==> config.mk <==
export PLATFORM = sky130hd
export DESIGN_NAME = radix_digit_converter
export DESIGN_NICKNAME = d
export VERILOG_FILES = /design/src/rtl/core/rdc_pkg.sv /design/src/rtl/core/rdc_divider.sv /design/src/rtl/core/rdc_digit_store.sv /design/src/rtl/core/radix_digit_converter.sv
export SDC_FILE = /design/constraint.sdc
export NUM_CORES = 1
export LEC_CHECK = 0
export BUFFER_PORTS_ARGS = -buffer_cell sky130_fd_sc_hd__buf_2
export CELL_PAD_IN_SITES_DETAIL_PLACEMENT = 0
export CELL_PAD_IN_SITES_GLOBAL_PLACEMENT = 2
export CORE_ASPECT_RATIO = 1.25
export CORE_UTILIZATION = 49
export CTS_CLUSTER_DIAMETER = 40
export DETAILED_ROUTE_END_ITERATION = 7
export PLACE_DENSITY = 0.81
export SYNTH_ARGS = -nofsm -noshare
export SYNTH_HDL_FRONTEND = slang
export SYNTH_SLANG_ARGS = --single-unit
==> constraint.sdc <==
create_clock -name clk_i -period 6.4 [get_ports clk_i]
set_clock_uncertainty 0.1 [all_clocks]
set_input_delay 0 -clock clk_i [delete_from_list [all_inputs] [get_ports clk_i]]
set_output_delay 0 -clock clk_i [all_outputs]
set_load 0.02 [all_outputs]
==> src/rtl/core/rdc_pkg.sv <==
// shared types, constants and helpers for the radix digit converter
`timescale 1ns / 1ps

package rdc_pkg;

  // value and store sizes
  localparam int unsigned VALUE_W    = 32;
  localparam int unsigned MAX_DIGITS = 32;
  localparam int unsigned DIV_W      = VALUE_W - 1;
  localparam int unsigned STEP_W     = $clog2(DIV_W);
  localparam int unsigned ADDR_W     = $clog2(MAX_DIGITS);
  localparam int unsigned COUNT_W    = $clog2(MAX_DIGITS + 1);

  // digit and radix fields
  localparam int unsigned RADIX_W  = 6;
  localparam int unsigned DIGIT_W  = 6;
  localparam int unsigned GLYPH_W  = 7;
  localparam int unsigned STATUS_W = 2;

  localparam logic [RADIX_W-1:0] RADIX_MIN   = RADIX_W'(2);
  localparam logic [RADIX_W-1:0] RADIX_MAX   = RADIX_W'(36);
  localparam logic [RADIX_W-1:0] RADIX_RESET = RADIX_W'(10);
  localparam logic [DIGIT_W-1:0] DEC_DIGITS  = DIGIT_W'(10);
  localparam logic [GLYPH_W-1:0] CHAR_ZERO   = GLYPH_W'(48);
  localparam logic [GLYPH_W-1:0] CHAR_A      = GLYPH_W'(65);

  // result status codes
  typedef enum logic [STATUS_W-1:0] {
    ST_OK        = 2'd0,
    ST_BAD_RADIX = 2'd1,
    ST_NEGATIVE  = 2'd2
  } status_e;

  // divider request and response
  typedef struct packed {
    logic               start;
    logic [DIV_W-1:0]   dividend;
    logic [RADIX_W-1:0] divisor;
  } div_req_t;

  typedef struct packed {
    logic               done;
    logic [DIV_W-1:0]   quot;
    logic [RADIX_W-1:0] rem;
  } div_resp_t;

  // ascii character of a digit
  function automatic logic [GLYPH_W-1:0] glyph_of(input logic [DIGIT_W-1:0] d);
    logic [GLYPH_W-1:0] g;
    if (d < DEC_DIGITS) begin
      g = CHAR_ZERO + GLYPH_W'(d);
    end else begin
      g = CHAR_A + GLYPH_W'(d - DEC_DIGITS);
    end
    return g;
  endfunction

endpackage

==> src/rtl/core/rdc_divider.sv <==
// bit-serial restoring divider, one quotient bit per cycle
`timescale 1ns / 1ps

module rdc_divider (
  input  logic              clk_i,
  input  logic              rst_ni,
  input  rdc_pkg::div_req_t  req_i,
  output rdc_pkg::div_resp_t resp_o
);
  import rdc_pkg::*;

  logic               busy_q, busy_d;
  logic               done_q, done_d;
  logic [STEP_W-1:0]  step_q, step_d;
  logic [DIV_W-1:0]   quot_q, quot_d;
  logic [RADIX_W-1:0] rem_q, rem_d;
  logic [RADIX_W-1:0] divisor_q, divisor_d;
  logic [RADIX_W:0]   trial;
  logic [RADIX_W:0]   diff;
  logic               fits;

  // one shift-compare-subtract step
  assign trial = {rem_q, quot_q[DIV_W-1]};
  assign diff  = trial - {1'b0, divisor_q};
  assign fits  = trial >= {1'b0, divisor_q};

  // step sequencing
  always_comb begin
    busy_d    = busy_q;
    done_d    = 1'b0;
    step_d    = step_q;
    quot_d    = quot_q;
    rem_d     = rem_q;
    divisor_d = divisor_q;
    if (req_i.start) begin
      busy_d    = 1'b1;
      step_d    = '0;
      quot_d    = req_i.dividend;
      rem_d     = '0;
      divisor_d = req_i.divisor;
    end else if (busy_q) begin
      quot_d = {quot_q[DIV_W-2:0], fits};
      rem_d  = fits ? diff[RADIX_W-1:0] : trial[RADIX_W-1:0];
      step_d = step_q + 1'b1;
      if (step_q == STEP_W'(DIV_W - 1)) begin
        busy_d = 1'b0;
        done_d = 1'b1;
      end
    end
  end

  // control state
  always_ff @(posedge clk_i or negedge rst_ni) begin
    if (!rst_ni) begin
      busy_q <= 1'b0;
      done_q <= 1'b0;
      step_q <= '0;
    end else begin
      busy_q <= busy_d;
      done_q <= done_d;
      step_q <= step_d;
    end
  end

  // datapath
  always_ff @(posedge clk_i) begin
    quot_q    <= quot_d;
    rem_q     <= rem_d;
    divisor_q <= divisor_d;
  end

  assign resp_o.done = done_q;
  assign resp_o.quot = quot_q;
  assign resp_o.rem  = rem_q;

`ifndef SYNTH
  // a new division never cuts into one under way
  a_start_idle: assert property (@(posedge clk_i) disable iff (!rst_ni)
    req_i.start |-> !busy_q)
    else $error("divider started while busy");

  // completion follows a busy period
  a_done_after_busy: assert property (@(posedge clk_i) disable iff (!rst_ni)
    done_q |-> $past(busy_q))
    else $error("divider done without a division");
`endif

endmodule

==> src/rtl/core/rdc_digit_store.sv <==
// digit store: one write port and one registered read port
`timescale 1ns / 1ps

module rdc_digit_store (
  input  logic                        clk_i,
  input  logic                        wr_en_i,
  input  logic [rdc_pkg::ADDR_W-1:0]  wr_addr_i,
  input  logic [rdc_pkg::DIGIT_W-1:0] wr_data_i,
  input  logic                        rd_en_i,
  input  logic [rdc_pkg::ADDR_W-1:0]  rd_addr_i,
  output logic [rdc_pkg::DIGIT_W-1:0] rd_data_o
);
  import rdc_pkg::*;

  logic [DIGIT_W-1:0] mem_q [MAX_DIGITS];
  logic [DIGIT_W-1:0] rd_data_q;

  // write port
  always_ff @(posedge clk_i) begin
    if (wr_en_i) begin
      mem_q[wr_addr_i] <= wr_data_i;
    end
  end

  // registered read port
  always_ff @(posedge clk_i) begin
    if (rd_en_i) begin
      rd_data_q <= mem_q[rd_addr_i];
    end
  end

  assign rd_data_o = rd_data_q;

endmodule

==> src/rtl/core/radix_digit_converter.sv <==
// radix digit converter: sequencer around the shared divider and digit store
// each digit takes a full division in the divider; the digits are then read back from the store and emitted
// the largest value has 31 digits in radix 2
// error results (bad radix, negative value) go through the flag state to the output registers, held by out_stall
// one value at a time: the divider loop, emission and output stalls set the rate, input stalls until emission ends
// asynchronous active-low reset clears control state and sets radix to 10
`timescale 1ns / 1ps

module radix_digit_converter (
  input  logic                         clk_i,
  input  logic                         rst_ni,
  // configuration
  input  logic                         cfg_valid_i,
  output logic                         cfg_ready_o,
  input  logic [rdc_pkg::RADIX_W-1:0]  cfg_radix_i,
  // input beats
  input  logic                         in_valid_i,
  output logic                         in_stall_o,
  input  logic signed [rdc_pkg::VALUE_W-1:0] value_i,
  // result beats
  output logic                         out_valid_o,
  input  logic                         out_stall_i,
  output logic [rdc_pkg::DIGIT_W-1:0]  digit_o,
  output logic [rdc_pkg::GLYPH_W-1:0]  glyph_o,
  output logic                         last_o,
  output logic [rdc_pkg::STATUS_W-1:0] status_o
);
  import rdc_pkg::*;

  typedef enum logic [4:0] {
    S_IDLE = 5'b00001,
    S_DIV  = 5'b00010,
    S_READ = 5'b00100,
    S_LOAD = 5'b01000,
    S_FLAG = 5'b10000
  } state_e;

  state_e             state_q, state_d;
  logic [RADIX_W-1:0] radix_q;
  logic [COUNT_W-1:0] count_q, count_d;
  logic [COUNT_W-1:0] count_inc;
  logic [ADDR_W-1:0]  idx_q, idx_d;
  status_e            flag_q, flag_d;

  logic               out_valid_q, out_valid_d;
  logic [DIGIT_W-1:0] digit_q, digit_d;
  logic [GLYPH_W-1:0] glyph_q, glyph_d;
  logic               last_q, last_d;
  status_e            status_q, status_d;

  div_req_t           div_req;
  div_resp_t          div_resp;
  logic               wr_en;
  logic               rd_en;
  logic [DIGIT_W-1:0] rd_data;
  logic               in_beat;
  logic               out_free;
  logic               radix_bad;

  assign cfg_ready_o = 1'b1;
  assign in_stall_o  = (state_q != S_IDLE);
  assign in_beat     = in_valid_i && !in_stall_o;
  assign out_free    = !out_valid_q || !out_stall_i;
  assign radix_bad   = (radix_q < RADIX_MIN) || (radix_q > RADIX_MAX);
  assign count_inc   = count_q + 1'b1;
  assign wr_en       = (state_q == S_DIV) && div_resp.done;
  assign rd_en       = (state_q == S_READ);

  // radix register
  always_ff @(posedge clk_i or negedge rst_ni) begin
    if (!rst_ni) begin
      radix_q <= RADIX_RESET;
    end else if (cfg_valid_i && cfg_ready_o) begin
      radix_q <= cfg_radix_i;
    end
  end

  // sequencer
  always_comb begin
    state_d     = state_q;
    count_d     = count_q;
    idx_d       = idx_q;
    flag_d      = flag_q;
    out_valid_d = out_valid_q && out_stall_i;
    digit_d     = digit_q;
    glyph_d     = glyph_q;
    last_d      = last_q;
    status_d    = status_q;
    div_req     = '{start: 1'b0, dividend: div_resp.quot, divisor: radix_q};
    unique case (state_q)
      S_IDLE: begin
        if (in_beat) begin
          priority if (radix_bad) begin
            flag_d  = ST_BAD_RADIX;
            state_d = S_FLAG;
          end else if (value_i[VALUE_W-1]) begin
            flag_d  = ST_NEGATIVE;
            state_d = S_FLAG;
          end else begin
            div_req.start    = 1'b1;
            div_req.dividend = value_i[DIV_W-1:0];
            count_d          = '0;
            state_d          = S_DIV;
          end
        end
      end
      S_DIV: begin
        if (div_resp.done) begin
          count_d = count_inc;
          if ((div_resp.quot != '0) && (count_inc < COUNT_W'(MAX_DIGITS))) begin
            div_req.start = 1'b1;
          end else begin
            idx_d   = count_q[ADDR_W-1:0];
            state_d = S_READ;
          end
        end
      end
      S_READ: begin
        state_d = S_LOAD;
      end
      S_LOAD: begin
        if (out_free) begin
          out_valid_d = 1'b1;
          digit_d     = rd_data;
          glyph_d     = glyph_of(rd_data);
          last_d      = (idx_q == '0);
          status_d    = ST_OK;
          if (idx_q == '0) begin
            state_d = S_IDLE;
          end else begin
            idx_d   = idx_q - 1'b1;
            state_d = S_READ;
          end
        end
      end
      S_FLAG: begin
        if (out_free) begin
          out_valid_d = 1'b1;
          digit_d     = '0;
          glyph_d     = '0;
          last_d      = 1'b1;
          status_d    = flag_q;
          state_d     = S_IDLE;
        end
      end
      default: begin
        state_d = S_IDLE;
      end
    endcase
  end

  // control state
  always_ff @(posedge clk_i or negedge rst_ni) begin
    if (!rst_ni) begin
      state_q     <= S_IDLE;
      count_q     <= '0;
      out_valid_q <= 1'b0;
    end else begin
      state_q     <= state_d;
      count_q     <= count_d;
      out_valid_q <= out_valid_d;
    end
  end

  // payload registers
  always_ff @(posedge clk_i) begin
    idx_q    <= idx_d;
    flag_q   <= flag_d;
    digit_q  <= digit_d;
    glyph_q  <= glyph_d;
    last_q   <= last_d;
    status_q <= status_d;
  end

  // shared divider
  rdc_divider u_divider (
    .clk_i  (clk_i),
    .rst_ni (rst_ni),
    .req_i  (div_req),
    .resp_o (div_resp)
  );

  // remainders, least significant first
  rdc_digit_store u_store (
    .clk_i     (clk_i),
    .wr_en_i   (wr_en),
    .wr_addr_i (count_q[ADDR_W-1:0]),
    .wr_data_i (div_resp.rem),
    .rd_en_i   (rd_en),
    .rd_addr_i (idx_q),
    .rd_data_o (rd_data)
  );

  assign out_valid_o = out_valid_q;
  assign digit_o     = digit_q;
  assign glyph_o     = glyph_q;
  assign last_o      = last_q;
  assign status_o    = status_q;

`ifndef SYNTH
  // digit count stays within the store
  a_count_bound: assert property (@(posedge clk_i) disable iff (!rst_ni)
    wr_en |-> (count_q < COUNT_W'(MAX_DIGITS)))
    else $error("digit store overrun");

  // loading the final digit returns the sequencer to idle
  a_last_to_idle: assert property (@(posedge clk_i) disable iff (!rst_ni)
    (state_q == S_LOAD) && out_free && (idx_q == '0) |=> (state_q == S_IDLE))
    else $error("sequencer did not finish after last digit");

  // error results carry no digit
  a_flag_beat: assert property (@(posedge clk_i) disable iff (!rst_ni)
    out_valid_o && (status_o != ST_OK) |-> last_o && (digit_o == '0) && (glyph_o == '0))
    else $error("error beat carries digit data");
`endif

endmodule

# After elaboration in Yosys (flattened, before gate mapping)

Memories as Yosys holds them, arrays and structs flattened. A register that Yosys moved wholly into a read port is not among the register bits.
Cells that the tools add are included.

Register bits after elaboration: 91
RAM bits: 192
Input bits: 43
Output and inout port bits: 19
Word-level logic and storage cells: 126
Memories kept: 1

Add/sub/neg operators: 7
Order comparisons: 5
Equality and inequality tests: 19
Mux-type cells: 55
Reduce and logical (&&, ||, !) cells: 23

Memory list:

| memory        | depth | width | read ports | clocked after memory_dff | wr ports | line                  | source |
|---|---|---|---|---|---|---|---|
| u_store.mem_q | 32    | 6     | 1          | 1                        | 1        | rdc_digit_store.sv:15 | `logic [DIGIT_W-1:0] mem_q [MAX_DIGITS];` |

Operators by type and width:

| kind                  | count |
|---|---|
| $mux W32              | 3 |
| $mux W31              | 3 |
| $mux W5               | 13 |
| $mux W6               | 7 |
| $reduce_bool A31 Y1   | 1 |
| $pmux W5 S5           | 1 |
| $pmux W6 S2           | 2 |
| $mux W7               | 3 |
| $reduce_and A5 Y1     | 4 |
| $ne A2 B2 Y1 const B  | 9 |
| $mux W1               | 14 |
| $pmux W7 S2           | 1 |
| $eq A5 B5 Y1 const B  | 2 |
| $pmux W5 S2           | 1 |
| $reduce_bool A2 Y1    | 5 |
| $add A6 B6 Y7 const A | 1 |
| $add A7 B7 Y7 const A | 1 |
| $ge A7 B6 Y1          | 1 |
| $sub A6 B4 Y7 const B | 1 |
| $add A6 B1 Y6 const B | 1 |
| $gt A6 B6 Y1 const B  | 1 |
| $lt A6 B2 Y1 const B  | 1 |
| $lt A6 B4 Y1 const B  | 1 |
| $lt A6 B6 Y1 const B  | 1 |
| other kinds (19)      | 31 |

# Longest topological paths before layout

Depth in word-level cells: 8
Depth in mapped cells: 9
Gate-level depth less buffers: 8

# Modules after synthesis

A second synthesis with hierarchy kept.

Cell total of the unflattened synthesis: 739
Area, all modules: 12552.0 um^2

By module, submodules not included:

| module                | times used | cells an instance | area an instance (um^2) | sequential area each (um^2) |
|---|---|---|---|---|
| rdc_digit_store       | 1          | 323               | 7649.8                  | 5945.7 |
| radix_digit_converter | 1          | 239               | 2506.2                  | 1144.8 |
| rdc_divider           | 1          | 177               | 2396.0                  | 1406.3 |

# Least setup slack after synthesis

OpenSTA, ideal clock, no wires.

Path type: register to register
From: reg state_q[0]
To: reg digit_q[0] (netlist: digit_o[0]), enable pin
Setup time: 0.394 ns
Data arrival time: 2.100 ns
Data required time: 5.906 ns
Path slack: 3.806 ns
Stages on the path, launching flop included: 5
Path buffers: 0
Period minus slack after synthesis: 2.594 ns
Cells stage by stage: dfstp_2 nor2_1 or4bb_1 and2_1 a21oi_1

Word-level cells in the longest chain between the ends: 3
Elaborated cells between the ends (all ways): 6
Classes of those cells: eq/ne: 4; reduce/logical: 2

RTL lines:

| element                                                      | line                         | source |
|---|---|---|
| start, declared                                              | radix_digit_converter.sv:38  | `state_e state_q, state_d;` |
| start signal, assigned                                       | radix_digit_converter.sv:159 | `state_q <= state_d;` |
| $eq A5 B4 Y1 or $eq A5 B5 Y1 (tied branches)                 | radix_digit_converter.sv:90  | `unique case (state_q)` |
| $ne A2 B2 Y1 (no line) or $reduce_bool A2 Y1 (tied branches) | --                           |  |
| $reduce_and A3 Y1 (no line) *                                | --                           |  |
| end signal, assigned                                         | radix_digit_converter.sv:169 | `digit_q <= digit_d;` |
| end, declared                                                | radix_digit_converter.sv:46  | `logic [DIGIT_W-1:0] digit_q, digit_d;` |

Mark *: on every way between the ends. The rest lies on a longest branch, timed or not.
A chain may end at the register's enable or synchronous reset.

# Worst setup path after layout

From: reg u_divider.rem_q[1]
To: reg u_divider.rem_q[4]

Word-level cells in the longest chain between the ends: 2
Elaborated cells between the ends (all ways): 3
Classes of those cells: add/sub: 1; order compare: 1; mux: 1

RTL lines:

| element                                       | line                                 | source |
|---|---|---|
| start, declared                               | rdc_divider.sv:16                    | `logic [RADIX_W-1:0] rem_q, rem_d;` |
| start signal, assigned                        | rdc_divider.sv:68                    | `rem_q <= rem_d;` |
| $sub A6 B6 Y6 or $ge A7 B6 Y1 (tied branches) | rdc_divider.sv:24, rdc_divider.sv:25 |  |
| $mux W6 *                                     | rdc_divider.sv:43                    | `rem_d = fits ? diff[RADIX_W-1:0] : trial[RADIX_W-1:0];` |

Marks and branches as above.

==> flow_summary.json <==
{
  "synth_edf_count": 258,
  "outcome": "finished clean",
  "seqCellArea_um2": 8500,
  "critPathCapture": "u_divider.rem_q[4]$_SDFFE_PN0P_",
  "syn_avg_cell_area_um2": 16.5,
  "utilization_pct": 60.0,
  "crit_slowest_cell": "dfxtp_1",
  "die_w_um": 143,
  "grt.overflow.total": 0,
  "fin_cells": 1208,
  "cts_tree": "done",
  "seq_area_frac_synth_pct": 70.2,
  "dieArea_um2": 25400,
  "critPathKind": "flop to flop",
  "drtIter0Drc": 462,
  "clkSlewWorstSetupHoldPaths_ps": 60,
  "final.setup.tns_ps": 0,
  "syn_inst": 733,
  "cts_buffer_depth": 3,
  "cp_cell_sequence": "ha_1 > a21oi_1 > o21ai_0 > a41oi_2 > mux2i_1 > a211oi_1",
  "ys_seq_elements": 289,
  "drt.antenna.violating_nets": 0,
  "clk-insertion-delay-late_ps": 500,
  "antenna_found_initial": 0,
  "yosys_warnings": 0,
  "place_inst": 1094,
  "rr_endpoint": "u_divider.rem_q[4]$_SDFFE_PN0P_",
  "cts.sinks": 289,
  "routabilityCongestion": 0.810,
  "cts_hold_buf": 50,
  "final_cell_mix": "edfxtp_1 (258), nor2_1 (73), buf_2 (60)",
  "min_path_cells": 4,
  "vias_per_cell": 5.61,
  "grt_start_max_net_pins": 42,
  "drcViolationCount": 0,
  "syn_nets": 794,
  "setup_viol": 0,
  "power_leakage_nw": 5.11,
  "powerDensity_nw_per_um2": 379,
  "reg2reg_depth": 6,
  "core_area_um2": 24000,
  "r2r_start": "u_divider.rem_q[1]$_SDFFE_PN0P_",
  "layout-drive-gt1-share_pct": 22.3,
  "cts_setup_buffers": 0,
  "cp-start-kind": "flop",
  "timing.fmax_mhz": 324,
  "clockRootBuffer": "clkbuf_16",
  "groute.usage.overall_pct": 21.5,
  "ir_drop_uv": 288,
  "slew_headroom_pct": 17.1,
  "drt-total-wl_um": 25700,
  "nNetsFinal": 918,
  "grt_setup_unrepaired": "false",
  "grt_pass1_wl_um": 40200,
  "area.growth.synth_to_final_pct": 18.6,
  "ctsResizeCount": 0,
  "cp_max_fo": 35,
  "yosysTopAreaCell": "edfxtp_1",
  "crit_path_start": "u_divider.rem_q[1]$_SDFFE_PN0P_",
  "first_pass_iters": 5,
  "yosysTopAreaCellShare_pct": 64.0,
  "period_needed_ps": 3080,
  "htreeDepth": 2,
  "wl_per_cell_um": 21.2,
  "cp.required_ps": 6710,
  "grt_pass1_vias": 7067,
  "drv_cap": 0,
  "diodes": 0,
  "synthesis.area_um2": 12100,
  "synth_area_leaders": "edfxtp_1 (64%), mux4_2 (9.3%), dfrtp_1 (4.5%), nor2_1 (2.3%), a22o_1 (2.2%)",
  "cp_data_arrival_time_ps": 3390,
  "port_buffers": 60,
  "worst_pin_slew_ps": 1240,
  "io_pins": 62,
  "cts_buffers": 36,
  "final_hold_viol_count": 0,
  "critPathTopFamily": "compound AO/OA/AOI/OAI gates",
  "final_common_cell": "edfxtp_1",
  "rows": 63,
  "ys.flop_type": "edfxtp_1",
  "vias": 6781,
  "ys_async_sr_fraction_pct": 8.65,
  "hold_class": "input port to flop",
  "path_buf_inv": 0,
  "die_y_um": 178,
  "r2r_slack_ps": 3320,
  "fin_crit_sh_pct": 48.2,
  "cp-end-kind": "flop",
  "synth_cell_types": 57,
  "multi_input_area_um2": 3330,
  "hpwl_um": 16800,
  "slew_violations": 0,
  "finalPower_w": 0.00544,
  "slowest_delay_ps": 1120,
  "start_util_pct": 50.5,
  "fill_cells": 1812,
  "crit_cells": 6
}
-- state kept, by name, indices dropped and copies added, names as in the netlist, 6 cells and up --
signal and count:
glyph_o 7, u_divider.quot_q 31, radix_q 6, count_q 6, digit_o 6, u_divider.divisor_q 6, u_divider.rem_q 6, u_store.rd_data_o 6
u_store.mem_q 192
-- where the power goes --
group | internal, W | switching (W) | total (W)
Combinational | 0.000327 | 0.000466 | 0.000793
Clock | 0.00116 | 0.000787 | 0.00195
Sequential | 0.00249 | 0.000210 | 0.00270
-- through the flow --
step	worst slack, ps	hold slack, ps	area [µm²]
global route	3050	232	14400
finish	3320	229	14400
detailed placement	3290	-55.2	12700
global placement	3330	-70.3	12700
CTS	3270	201	14400
floorplan	3810	-396	12100
-- metal layers --
metal	GRT usage, %	routed length, µm
met5	0	0
met4	9.36	932
met3	3.21	970
met2	38.1	13700
met1	26.0	10100
-- worst min-delay path, delay by kind of cell --
| kind | cells | cell delay (ps) |
|---|---|---|
| buf+inv | 2 | 600 |
| compound gates | 1 | 70 |
| simple gates | 1 | 40 |
-- cell families after synthesis --
logic type                 synth area share (%)
and+or+nand+nor                            7.31
xor gates and xnor gates                   1.30
buffers and inverters                      2.36
other                                    0.0310
muxes                                      10.8
AOI/OAI and AO/OA                          6.15
adders and majority gates                  1.92
DFF                                        70.2
-- how the worst min path moves through the flow --
stage,start,to
after floorplan,rst_ni,count_q[0]$_DFFE_PN0P_
after global placement,rst_ni,radix_q[5]$_DFFE_PN0P_
after detailed placement,rst_ni,radix_q[5]$_DFFE_PN0P_
after CTS,value_i[8],u_divider.quot_q[8]$_DFFE_PP_
after global routing,value_i[30],u_divider.quot_q[30]$_DFFE_PP_
final,value_i[0],u_divider.quot_q[0]$_DFFE_PP_
-- cells in the mapped netlist, types with 3 or more instances --
| cell | instances |
|---|---|
| dfxtp_1 | 6 |
| xnor2_1 | 10 |
| o221ai_1 | 6 |
| dfstp_2 | 3 |
| inv_1 | 23 |
| or3_1 | 4 |
| o21ai_0 | 15 |
| ha_1 | 17 |
| nand4_1 | 6 |
| nor4_1 | 7 |
| xor2_1 | 8 |
| clkbuf_1 | 14 |
| a211oi_1 | 9 |
| a31oi_1 | 3 |
| dfrtp_1 | 22 |
| nand3_1 | 15 |
| nand3b_1 | 3 |
| a21oi_1 | 9 |
| nor2b_1 | 4 |
| mux2i_1 | 11 |
| mux2_2 | 6 |
| edfxtp_1 | 258 |
| buf_6 | 5 |
| mux4_2 | 50 |
| buf_4 | 7 |
| a22o_1 | 30 |
| buf_2 | 6 |
| nand2b_1 | 4 |
| o22ai_1 | 7 |
| or2_2 | 3 |
| nor3_1 | 5 |
| nand2_1 | 48 |
| nor2_1 | 73 |
| and2_1 | 6 |
-- cell type report --
type                       instances  share of cell area [%]
sequential                       289                    59.1
multi-input combinational        387                    23.2
clock buffer                      40                    6.52
timing repair buffer             118                    6.15
tap                              325                    2.83
clock inverter                    24                    1.55
inverter                          25                   0.653
No activity file was read; power rests on OpenSTA's default activity.
